**src/rtl/asws_pkg.sv**
```systemverilog
`default_nettype none
package asws_pkg;

	localparam int unsigned WORD_W        = 32;
	localparam int unsigned MAX_ITEMS_DEF = 64;

	typedef enum logic {
		ST_LOAD,
		ST_EMIT
	} state_t;

	// link between neighboring cells
	typedef struct packed {
		logic              valid;
		logic              goes;   // incoming word belongs at or below this cell
		logic [WORD_W-1:0] value;
	} cell_link_t;

	typedef struct packed {
		logic insert;
		logic shift;
	} cell_ctrl_t;

endpackage
`default_nettype wire

```
**src/rtl/asws_cell.sv**
```systemverilog
`default_nettype none
module asws_cell (
	input  wire                          clk,
	input  wire                          arst_n,
	input  wire asws_pkg::cell_ctrl_t    ctrl,
	input  wire [asws_pkg::WORD_W-1:0]   word,
	input  wire asws_pkg::cell_link_t    prev_lk,
	input  wire asws_pkg::cell_link_t    next_lk,
	output asws_pkg::cell_link_t         lk
);
	import asws_pkg::*;

	logic              valid_q;
	logic [WORD_W-1:0] value_q;
	logic              goes;

	assign goes = !valid_q || (word < value_q);

	always_ff @(posedge clk or negedge arst_n) begin
		if (!arst_n) begin
			valid_q <= 1'b0;
		end else if (ctrl.shift) begin
			valid_q <= next_lk.valid;
		end else if (ctrl.insert) begin
			valid_q <= valid_q | prev_lk.valid;
		end
	end

	always_ff @(posedge clk) begin
		if (ctrl.shift) begin
			value_q <= next_lk.value;
		end else if (ctrl.insert && goes) begin
			// larger neighbor below also moves up: take its word
			if (prev_lk.goes) begin
				value_q <= prev_lk.value;
			end else begin
				value_q <= word;
			end
		end
	end

	assign lk.valid = valid_q;
	assign lk.goes  = goes;
	assign lk.value = value_q;

endmodule
`default_nettype wire

```
**config.mk**
```make
export PLATFORM = sky130hd
export DESIGN_NAME = asws_cell
export DESIGN_NICKNAME = d
export VERILOG_FILES = /design/src/rtl/asws_pkg.sv /design/src/rtl/asws_cell.sv
export SDC_FILE = /design/constraint.sdc
export NUM_CORES = 1
export LEC_CHECK = 0
export BUFFER_PORTS_ARGS = -buffer_cell sky130_fd_sc_hd__buf_2
export CAP_MARGIN = 15
export CORE_MARGIN = 5
export CORE_UTILIZATION = 45
export CTS_BUF_LIST = sky130_fd_sc_hd__clkbuf_16
export CTS_CLUSTER_DIAMETER = 60
export DETAILED_ROUTE_END_ITERATION = 8
export PLACE_DENSITY = 0.79
export SETUP_SLACK_MARGIN = 0.4
export SYNTH_ARGS = -nofsm -noshare
export SYNTH_HDL_FRONTEND = slang
export SYNTH_SLANG_ARGS = --single-unit
export TNS_END_PERCENT = 30
```
**constraint.sdc**
```tcl
create_clock -name clk -period 3.9 [get_ports clk]
set_input_delay 0.975 -clock clk [delete_from_list [all_inputs] [get_ports clk]]
set_output_delay 0.975 -clock clk [all_outputs]
set_load 0.05 [all_outputs]
```
==> flow_summary.html, run 1 <==
<table>
<tr><th>Metric</th><th>Value</th></tr>
<tr><th colspan="2">Clock network</th></tr>
<tr><td>Root buffer selected by CTS</td><td>sky130_fd_sc_hd__clkbuf_16</td></tr>
<tr><td>H-tree lvl count</td><td>2</td></tr>
<tr><td>Total CTS buffers</td><td>5</td></tr>
<tr><td>Largest buffer count on any clock path</td><td>2</td></tr>
<tr><td>CTS Hold Bufs</td><td>0</td></tr>
<tr><td>Clock Pin Slew Worst Setup and Hold Paths</td><td>~0.050 ns</td></tr>
<tr><td>TritonCTS clock tree</td><td>yes</td></tr>
<tr><td>Num Clock Sinks</td><td>33</td></tr>
<tr><td>Clock latency at the later pin of the worst-skew pair</td><td>about 0.28 ns</td></tr>
<tr><th colspan="2">GRT</th></tr>
<tr><td>GR Overflow Total</td><td>0</td></tr>
<tr><td>Pin count of the biggest net entering global routing</td><td>40</td></tr>
<tr><td>Initial antenna violation count</td><td>0</td></tr>
<tr><td>GR Util All Layers</td><td>18.1%</td></tr>
<tr><td>Wire length of the first global-routing pass</td><td>10.4 mm</td></tr>
<tr><td>Via count of the first global-routing pass</td><td>2337</td></tr>
<tr><th colspan="2">Synthesis</th></tr>
<tr><td>Cells after Synth</td><td>258</td></tr>
<tr><td>Syn Std Cell Area</td><td>2450 µm²</td></tr>
<tr><td>Distinct cells, synth</td><td>24</td></tr>
<tr><td>Yosys warnings</td><td>0</td></tr>
<tr><td>Post-synthesis register bit count</td><td>33</td></tr>
<tr><td>Post-synthesis area per instance</td><td>9.51 µm²</td></tr>
<tr><td>Syn nets</td><td>393</td></tr>
<tr><td>Share of synthesized area occupied by flip-flops and latches</td><td>between 40% and 50%</td></tr>
<tr><th colspan="2">STA</th></tr>
<tr><td>Number of setup violations in the final report</td><td>0</td></tr>
<tr><td>Final count of pins violating max slew</td><td>0</td></tr>
<tr><td>Worst-case headroom to the max-slew limit</td><td>36.0%</td></tr>
<tr><td>Maximum clock frequency</td><td>280 MHz</td></tr>
<tr><td>Final setup skew</td><td>0.00797 ns</td></tr>
<tr><td>Portion of the clock cycle consumed by the worst path in the final layout</td><td>91.5%</td></tr>
<tr><td>Setup repair after global routing missed its margin</td><td>true</td></tr>
<tr><td>Setup total negative slack</td><td>0 ns</td></tr>
<tr><td>Least-Margin Pin Slew</td><td>0.961 ns</td></tr>
<tr><td>Hold violation total from the final report</td><td>0</td></tr>
<tr><td>Shortest period the worst path allows</td><td>3.57 ns</td></tr>
<tr><th colspan="2">Cells and area</th></tr>
<tr><td>Ratio of cells with drive above 1 in the final layout</td><td>about two fifths</td></tr>
<tr><td>Post-Layout Cell Count</td><td>463</td></tr>
<tr><td>Antenna diode instance count</td><td>0</td></tr>
<tr><td>NumNets Final</td><td>527</td></tr>
<tr><td>Layout overhead on the synthesized area</td><td>39.0%</td></tr>
<tr><td>Cell area after layout</td><td>3410 µm²</td></tr>
<tr><td>Most common library cell in the layout ignoring fill and taps</td><td>sky130_fd_sc_hd__buf_2</td></tr>
<tr><td>Commonest non-fill, non-tap cells in the layout</td><td>133 x sky130_fd_sc_hd__buf_2, 40 x sky130_fd_sc_hd__nand2_1, 36 x sky130_fd_sc_hd__o21ai_0</td></tr>
<tr><th colspan="2">Worst setup path</th></tr>
<tr><td>Critical-path top delay cell</td><td>sky130_fd_sc_hd__o311a_1</td></tr>
<tr><td>Critical register-to-register path endpoint</td><td>value_q[29]</td></tr>
<tr><td>Cell count along the critical path</td><td>9</td></tr>
<tr><td>Crit end category</td><td>output pin</td></tr>
<tr><td>Nature of the critical path startpoint</td><td>primary input</td></tr>
<tr><td>Startpoint of the worst-slack reg-to-reg timing path</td><td>value_q[2]</td></tr>
<tr><td>Top cell family by delay on the critical path</td><td>compound AO/OA/AOI/OAI gates</td></tr>
<tr><td>Startpoint-to-endpoint class of the critical path</td><td>in2out</td></tr>
<tr><td>Worst endpoint data arrival time</td><td>2.59 ns</td></tr>
<tr><td>Register-to-register path setup slack</td><td>1.23 ns</td></tr>
<tr><td>FF-to-FF path depth</td><td>10</td></tr>
<tr><td>Largest fanout on the critical path</td><td>2</td></tr>
<tr><td>Max incr delay on CP</td><td>0.32 ns</td></tr>
<tr><td>CP cell instances</td><td>buf_6, ha_4, a211o_1, a31oi_1, o311a_1, nor3_2, o311a_1, o21ai_1, buf_6</td></tr>
<tr><td>Data required, critical path</td><td>around 3 ns</td></tr>
<tr><td>Total buffers and inverters traversed by the critical path</td><td>2</td></tr>
<tr><th colspan="2">Detailed routing</th></tr>
<tr><td>Routed length per placed instance</td><td>14.0 µm</td></tr>
<tr><td>Number of vias per cell after detailed routing</td><td>5.08</td></tr>
<tr><td>Drc violations</td><td>0</td></tr>
<tr><td>First drt pass iteration count</td><td>4</td></tr>
<tr><td>Routed wire length</td><td>6.48 mm</td></tr>
<tr><td>1st-iter DRT viols</td><td>78</td></tr>
<tr><td>Total number of vias</td><td>approximately 2400</td></tr>
<tr><td>Number of antenna-violating nets in the routed design</td><td>0</td></tr>
<tr><th colspan="2">Floorplan</th></tr>
<tr><td>Initial cell density of the core</td><td>47.1%</td></tr>
<tr><td>Die height</td><td>83.8 µm</td></tr>
<tr><td># rows</td><td>26</td></tr>
<tr><td>Boundary Pins</td><td>about 140</td></tr>
<tr><td>Core Region</td><td>5200 µm²</td></tr>
<tr><td>X dimension of the die</td><td>83.8 µm</td></tr>
<tr><td>DIE AREA</td><td>~7000 µm²</td></tr>
<tr><th colspan="2">Pwr</th></tr>
<tr><td>Pleak</td><td>1.80 nW</td></tr>
<tr><td>VDD IR-drop max</td><td>0.232 mV</td></tr>
<tr><td>Power per cell area</td><td>380 nW/µm²</td></tr>
<tr><th colspan="2">Job</th></tr>
<tr><td>Max-Cap Viols</td><td>0</td></tr>
<tr><th colspan="2">Status</th></tr>
<tr><td>Status</td><td>complete, no violations</td></tr>
<tr><th colspan="2">Place</th></tr>
<tr><td>Gpl congestion</td><td>roughly 0.82</td></tr>
<tr><td>Sum of net half-perimeters after detailed placement</td><td>5.30 mm</td></tr>
<tr><td>Placed Area</td><td>3200 µm²</td></tr>
<tr><td>Input/output buffers</td><td>136</td></tr>
<tr><td>Number of placed instances, taps included</td><td>455</td></tr>
<tr><th colspan="2">Worst hold path</th></tr>
<tr><td>Path class of the lowest-slack min-delay path</td><td>in2async</td></tr>
</table>
[cells by family after synthesis]
logic type / synth area share [%]
mux: 13.1
fa+ha+maj: 15.8
flops: 40.2
simple gates: 10.0
buf+inv: 7.50
compound gates: 13.5
[synth_stat cells]
| master | number | area, µm² |
|---|---|---|
| sky130_fd_sc_hd__inv_1 | 33 | 124 |
| sky130_fd_sc_hd__dfrtp_1 | 1 | 25.0 |
| sky130_fd_sc_hd__nor3_1 | 1 | 5.00 |
| sky130_fd_sc_hd__buf_4 | 2 | 15.0 |
| sky130_fd_sc_hd__ha_1 | 31 | 388 |
| sky130_fd_sc_hd__edfxtp_1 | 32 | 961 |
| sky130_fd_sc_hd__o31ai_2 | 1 | 12.5 |
| sky130_fd_sc_hd__o21ai_0 | 37 | 185 |
| sky130_fd_sc_hd__o311a_1 | 2 | 20.0 |
| sky130_fd_sc_hd__nor4_1 | 1 | 6.26 |
| sky130_fd_sc_hd__and4_1 | 1 | 8.76 |
| sky130_fd_sc_hd__a21o_1 | 3 | 22.5 |
| sky130_fd_sc_hd__nand4b_1 | 1 | 8.76 |
| sky130_fd_sc_hd__mux2i_1 | 32 | 320 |
| sky130_fd_sc_hd__a21oi_1 | 15 | 75.1 |
| sky130_fd_sc_hd__nand3_1 | 4 | 20.0 |
| sky130_fd_sc_hd__nor2_1 | 2 | 7.51 |
| sky130_fd_sc_hd__buf_2 | 3 | 15.0 |
| sky130_fd_sc_hd__nand2_1 | 40 | 150 |
| sky130_fd_sc_hd__a31oi_1 | 1 | 6.26 |
| sky130_fd_sc_hd__or2b_1 | 1 | 7.51 |
| sky130_fd_sc_hd__nand4_1 | 5 | 31.3 |
| sky130_fd_sc_hd__clkbuf_1 | 8 | 30.0 |
| sky130_fd_sc_hd__a211o_1 | 1 | 8.76 |
[worst register-to-register path: stages, from the launching register on]
cell,delay [ns]
sky130_fd_sc_hd__edfxtp_1,0.38
sky130_fd_sc_hd__inv_1,0.11
sky130_fd_sc_hd__ha_4,0.21
sky130_fd_sc_hd__a211o_1,0.24
sky130_fd_sc_hd__a31oi_1,0.16
sky130_fd_sc_hd__o311a_1,0.21
sky130_fd_sc_hd__nor3_2,0.05
sky130_fd_sc_hd__o311a_1,0.32
sky130_fd_sc_hd__buf_4,0.15
sky130_fd_sc_hd__o31ai_4,0.18
sky130_fd_sc_hd__buf_4,0.35
[repair_timing]
item | 4_1_cts | 5_1_grt
pin swaps | 7 | 5
endpoints found under the hold margin | 0 | 0
gates resized for setup | 11 | 3
endpoints found under the setup margin | 1 | 1
buffers inserted | 0 | 0
[through the flow]
step	hold slack, ns	setup slack [ns]	utilization [%]	power (mW)
global placement	0.618	0.0804	61.5	0.915
global route	0.456	0.264	65.5	1.37
detailed placement	0.603	0.0647	61.5	0.929
finish	0.468	0.332	65.5	1.30
floorplan	0.544	0.379	-	0.790
CTS	0.464	0.211	65.0	1.30
[worst max path at each step]
stage	endpoint	slack, ns	start
floorplan	lk[32]	0.38	word[2]
global placement	lk[32]	0.08	word[2]
detailed placement	lk[32]	0.06	word[2]
CTS	lk[32]	0.21	word[2]
global route	lk[32]	0.26	word[1]
finish	lk[32]	0.33	word[2]
[power breakdown]
group          internal [mW]  total (mW)  switching (mW)  leakage (nW)
registers              0.445       0.466          0.0207         0.343
logic                  0.155       0.467           0.312          1.38
clock network          0.229       0.363           0.134        0.0738
[state kept, by name, summed over array words and instances, names as in the netlist]
signal / count
value_q: 32
valid_q: 1
[routing by layer]
layer / vias up / GRT usage [%] / routed length [µm]
met3: 6 / 5.23 / 502
met2: 87 / 33.4 / 3360
met5: - / 0 / 0
met1: 1070 / 20.3 / 2550
met4: 0 / 4.39 / 70
li1: 1189 / - / -
[final cells by class]
cell class / instances / area [µm²]
multi-input combinational: 179 / 1350
inverter: 33 / 124
tap: 70 / 87.6
clock buffer: 5 / 125
sequential: 33 / 986
timing repair buffer: 140 / 726
fill: 437 / 1800
clock inverter: 3 / 11.3
(Power assumes the default switching activity.)
==> run 2: changes to the inputs <==
--- a/config.mk
+++ b/config.mk
@@ -7,12 +7,12 @@
 export LEC_CHECK = 0
 export BUFFER_PORTS_ARGS = -buffer_cell sky130_fd_sc_hd__buf_2
 export CAP_MARGIN = 15
-export CORE_MARGIN = 5
 export CORE_UTILIZATION = 45
 export CTS_BUF_LIST = sky130_fd_sc_hd__clkbuf_16
 export CTS_CLUSTER_DIAMETER = 60
 export DETAILED_ROUTE_END_ITERATION = 8
 export PLACE_DENSITY = 0.79
+export RECOVER_POWER = 50
 export SETUP_SLACK_MARGIN = 0.4
 export SYNTH_ARGS = -nofsm -noshare
 export SYNTH_HDL_FRONTEND = slang
==> run 2 against run 1 <==
  * The flow now finishes with violations (max-capacitance violations, max-slew violations)
  * Count of clock-buffer cells in the layout did not move
  * Die area shrank 18%
  * Sequential cell count stayed put
  * Non-clock buffer count unchanged
  * Final cell count stayed put
  * Clock skew shrank 0.0061 ns
  * Core utilization fell by 0.68 points
  * Sequential share of layout area is 0.49 points higher
  * Sequential power hardly changed
  * Wire length shrank 7.6%
  * Critical path type unchanged
  * Critical endpoint unchanged
  * Largest power group is now sequential cells
==> flow_summary.html, run 2 (same netlist as run 1, synthesis figures left out) <==
<table>
<tr><th>Metric</th><th>Value</th></tr>
<tr><th colspan="2">STA</th></tr>
<tr><td>Portion of the clock cycle consumed by the worst path in the final layout</td><td>91.3% (-0.17 points)</td></tr>
<tr><td>Number of setup violations in the final report</td><td>0 (unchanged)</td></tr>
<tr><td>Final setup skew</td><td>0.00187 ns (-0.00610 ns)</td></tr>
<tr><td>Setup total negative slack</td><td>0 ns (unchanged)</td></tr>
<tr><td>Hold violation total from the final report</td><td>0 (unchanged)</td></tr>
<tr><td>Worst-case headroom to the max-slew limit</td><td>-1.35% (-37 points)</td></tr>
<tr><td>Maximum clock frequency</td><td>281 MHz (+0.19%)</td></tr>
<tr><td>Least-Margin Pin Slew</td><td>1.52 ns (+0.560 ns)</td></tr>
<tr><td>Shortest period the worst path allows</td><td>3.56 ns (-0.00673 ns)</td></tr>
<tr><td>Final count of pins violating max slew</td><td>43 (+43)</td></tr>
<tr><td>Smallest setup slack after layout</td><td>0.339 ns (+0.00674 ns)</td></tr>
<tr><td>Setup repair after global routing missed its margin</td><td>true</td></tr>
<tr><th colspan="2">Cells and area</th></tr>
<tr><td>Layout overhead on the synthesized area</td><td>36.7%</td></tr>
<tr><td>Most flops, register</td><td>value_q</td></tr>
<tr><td>Most common library cell in the layout ignoring fill and taps</td><td>sky130_fd_sc_hd__buf_2</td></tr>
<tr><td>Ratio of cells with drive above 1 in the final layout</td><td>30.0% (-8.4 points)</td></tr>
<tr><td>NumNets Final</td><td>527 (unchanged)</td></tr>
<tr><td>Number of flip-flops in the largest register</td><td>32 (unchanged)</td></tr>
<tr><td>Cell area after layout</td><td>3350 µm² (-1.7%)</td></tr>
<tr><td>Commonest non-fill, non-tap cells in the layout</td><td>99 x sky130_fd_sc_hd__buf_2, 40 x sky130_fd_sc_hd__nand2_1, 36 x sky130_fd_sc_hd__o21ai_0</td></tr>
<tr><td>Antenna diode instance count</td><td>0 (unchanged)</td></tr>
<tr><td>Largest regs</td><td>value_q: 32 flops, valid_q: 1 flops</td></tr>
<tr><td>Post-Layout Cell Count</td><td>463 (unchanged)</td></tr>
<tr><th colspan="2">Place</th></tr>
<tr><td>Placed Area</td><td>3200 µm² (unchanged)</td></tr>
<tr><td>Gpl congestion</td><td>0.803 (-2.5%)</td></tr>
<tr><td>Number of placed instances, taps included</td><td>455 (unchanged)</td></tr>
<tr><td>Sum of net half-perimeters after detailed placement</td><td>4.73 mm (-11%)</td></tr>
<tr><td>Post-place setup slack</td><td>0.0578 ns (-0.00692 ns)</td></tr>
<tr><td>Input/output buffers</td><td>136 (unchanged)</td></tr>
<tr><th colspan="2">Worst setup path</th></tr>
<tr><td>Nature of the critical path startpoint</td><td>primary input</td></tr>
<tr><td>Largest fanout on the critical path</td><td>2 (unchanged)</td></tr>
<tr><td>Startpoint-to-endpoint class of the critical path</td><td>in2out</td></tr>
<tr><td>Data required, critical path</td><td>2.92 ns (about the same)</td></tr>
<tr><td>Worst endpoint data arrival time</td><td>2.59 ns (about the same)</td></tr>
<tr><td>Crit end category</td><td>output pin</td></tr>
<tr><th colspan="2">Detailed routing</th></tr>
<tr><td>Routed wire length</td><td>5.99 mm (-7.6%)</td></tr>
<tr><td>Total number of vias</td><td>2293 (-2.5%)</td></tr>
<tr><td>Drc violations</td><td>0 (unchanged)</td></tr>
<tr><td>First drt pass iteration count</td><td>7 (+3)</td></tr>
<tr><td>1st-iter DRT viols</td><td>77 (-1.3%)</td></tr>
<tr><td>Number of vias per cell after detailed routing</td><td>4.95 (-2.5%)</td></tr>
<tr><td>Number of antenna-violating nets in the routed design</td><td>0 (unchanged)</td></tr>
<tr><td>Routed length per placed instance</td><td>12.9 µm (-7.6%)</td></tr>
<tr><th colspan="2">Floorplan</th></tr>
<tr><td>Core Region</td><td>5170 µm² (-0.62%)</td></tr>
<tr><td>X dimension of the die</td><td>75.8 µm (-9.5%)</td></tr>
<tr><td>Die height</td><td>75.8 µm (-9.5%)</td></tr>
<tr><td>Boundary Pins</td><td>138 (unchanged)</td></tr>
<tr><td>Initial cell density of the core</td><td>47.4% (+0.30 points)</td></tr>
<tr><td># rows</td><td>26 (unchanged)</td></tr>
<tr><td>DIE AREA</td><td>5750 µm² (-18%)</td></tr>
<tr><th colspan="2">Status</th></tr>
<tr><td>Failing checks</td><td>max-capacitance violations, max-slew violations</td></tr>
<tr><td>Status</td><td>complete, but fails checks</td></tr>
<tr><th colspan="2">Pwr</th></tr>
<tr><td>Net switching power</td><td>0.465 mW (-0.25%)</td></tr>
<tr><td>Total power</td><td>1.28 mW (-0.95%)</td></tr>
<tr><td>Sequential share of power</td><td>36.5% (+0.5 points)</td></tr>
<tr><td>Combinational power share</td><td>35.0% (-1.0 points)</td></tr>
<tr><td>Cell-internal power</td><td>0.818 mW (-1.4%)</td></tr>
<tr><td>VDD IR-drop max</td><td>0.244 mV (+5.2%)</td></tr>
<tr><td>Clock power share</td><td>28.5% (+0.5 points)</td></tr>
<tr><td>Net switching fraction of the power</td><td>36.2% (+0.26 points)</td></tr>
<tr><td>Power per cell area</td><td>383 nW/µm² (+0.71%)</td></tr>
<tr><td>Pleak</td><td>1.68 nW (-6.4%)</td></tr>
<tr><th colspan="2">Clock network</th></tr>
<tr><td>Total CTS buffers</td><td>5 (unchanged)</td></tr>
<tr><td>H-tree lvl count</td><td>2 (unchanged)</td></tr>
<tr><td>TritonCTS clock tree</td><td>yes</td></tr>
<tr><td>Largest buffer count on any clock path</td><td>2 (unchanged)</td></tr>
<tr><td>Clock Pin Slew Worst Setup and Hold Paths</td><td>0.05 ns (about the same)</td></tr>
<tr><td>Clock latency at the later pin of the worst-skew pair</td><td>0.27 ns (about the same)</td></tr>
<tr><td>Root buffer selected by CTS</td><td>sky130_fd_sc_hd__clkbuf_16</td></tr>
<tr><td>Num Clock Sinks</td><td>33 (unchanged)</td></tr>
<tr><th colspan="2">GRT</th></tr>
<tr><td>GR Overflow Total</td><td>0 (unchanged)</td></tr>
<tr><td>Pin count of the biggest net entering global routing</td><td>43 (+7.5%)</td></tr>
<tr><td>GR Util All Layers</td><td>20.6% (+2.5 points)</td></tr>
<tr><td>Initial antenna violation count</td><td>0 (unchanged)</td></tr>
<tr><td>Wire length of the first global-routing pass</td><td>8.74 mm (-16%)</td></tr>
<tr><td>Via count of the first global-routing pass</td><td>2060 (-12%)</td></tr>
<tr><th colspan="2">Job</th></tr>
<tr><td>Max-Cap Viols</td><td>1 (+1)</td></tr>
<tr><th colspan="2">Worst hold path</th></tr>
<tr><td>Path class of the lowest-slack min-delay path</td><td>in2async</td></tr>
</table>
==> run 2: changes by cell type in the layout (fill, tap and decap cells not counted), moves of 2 or more <==
| cell | delta |
|---|---|
| sky130_fd_sc_hd__clkbuf_1 | +35 |
| sky130_fd_sc_hd__inv_1 | -2 |
| sky130_fd_sc_hd__buf_2 | -34 |
| sky130_fd_sc_hd__buf_4 | -2 |
==> run 2: final timing paths <==
path	start	to	slack [ns]	depth (start not counted)
setup / recovery	word[2]	lk[32]	0.34	9
hold / removal	arst_n	valid_q	0.47	1
setup reg to reg	value_q[2]	value_q[5]	1.17	10
hold reg to reg	valid_q	valid_q	0.72	2
max in group asynchronous	arst_n	valid_q	3.35	1
min in group clk	valid_q	valid_q	0.72	2
==> run 2: power groups by stage <==
stage	Sequential, mW	Combinational [mW]	Clock, mW
final	0.468	0.449	0.365
after floorplan	0.619	0.171	0
after global placement	0.471	0.443	0
after global routing	0.474	0.494	0.388
after detailed placement	0.474	0.453	0
after CTS	0.467	0.462	0.373
==> run 2: final cells by class <==
cell class              instances  area, µm²
clock buffers                   5        125
clock inverters                 3       12.5
fillers                       444       1820
inverters                      33        124
multi-input cells             179       1340
flip-flops and latches         33        986
well taps                      70       87.6
repair buffers                140        683
==> run 2: worst max-delay path: stages <==
cell and delay, ns:
sky130_fd_sc_hd__buf_6 0.10, sky130_fd_sc_hd__ha_4 0.21, sky130_fd_sc_hd__a211o_1 0.25, sky130_fd_sc_hd__a31oi_1 0.17, sky130_fd_sc_hd__o311a_1 0.21, sky130_fd_sc_hd__nor3_2 0.04
sky130_fd_sc_hd__o311a_1 0.32, sky130_fd_sc_hd__o21ai_2 0.13, sky130_fd_sc_hd__buf_6 0.17
==> run 2: routing by layer <==
layer  routed length [µm]  track usage [%]  vias up
met5                    0                0        -
met2                 2930             37.4       88
met4                  114             9.05        0
met1                 2600             23.4     1007
li1                     -                -     1189
met3                  339             3.97        9
==> run 2: timing repair <==
action                                  CTS  global route
gates cloned                              0             0
pin swaps                                 7             3
buffers inserted                          0             0
resized for setup                         9             3
endpoints found under the setup margin    1             1
hold endpoints to repair                  0             0
hold buffers                              0             0
==> run 2: metrics by stage <==
| stage | util, % | hold WS (ns) |
|---|---|---|
| 2_1_floorplan | - | 0.544 |
| 3_3_place_gp | 61.9 | 0.722 |
| 3_5_place_dp | 61.9 | 0.723 |
| 4_1_cts | 65.3 | 0.462 |
| 5_1_grt | 64.8 | 0.463 |
| 6_report | 64.8 | 0.468 |
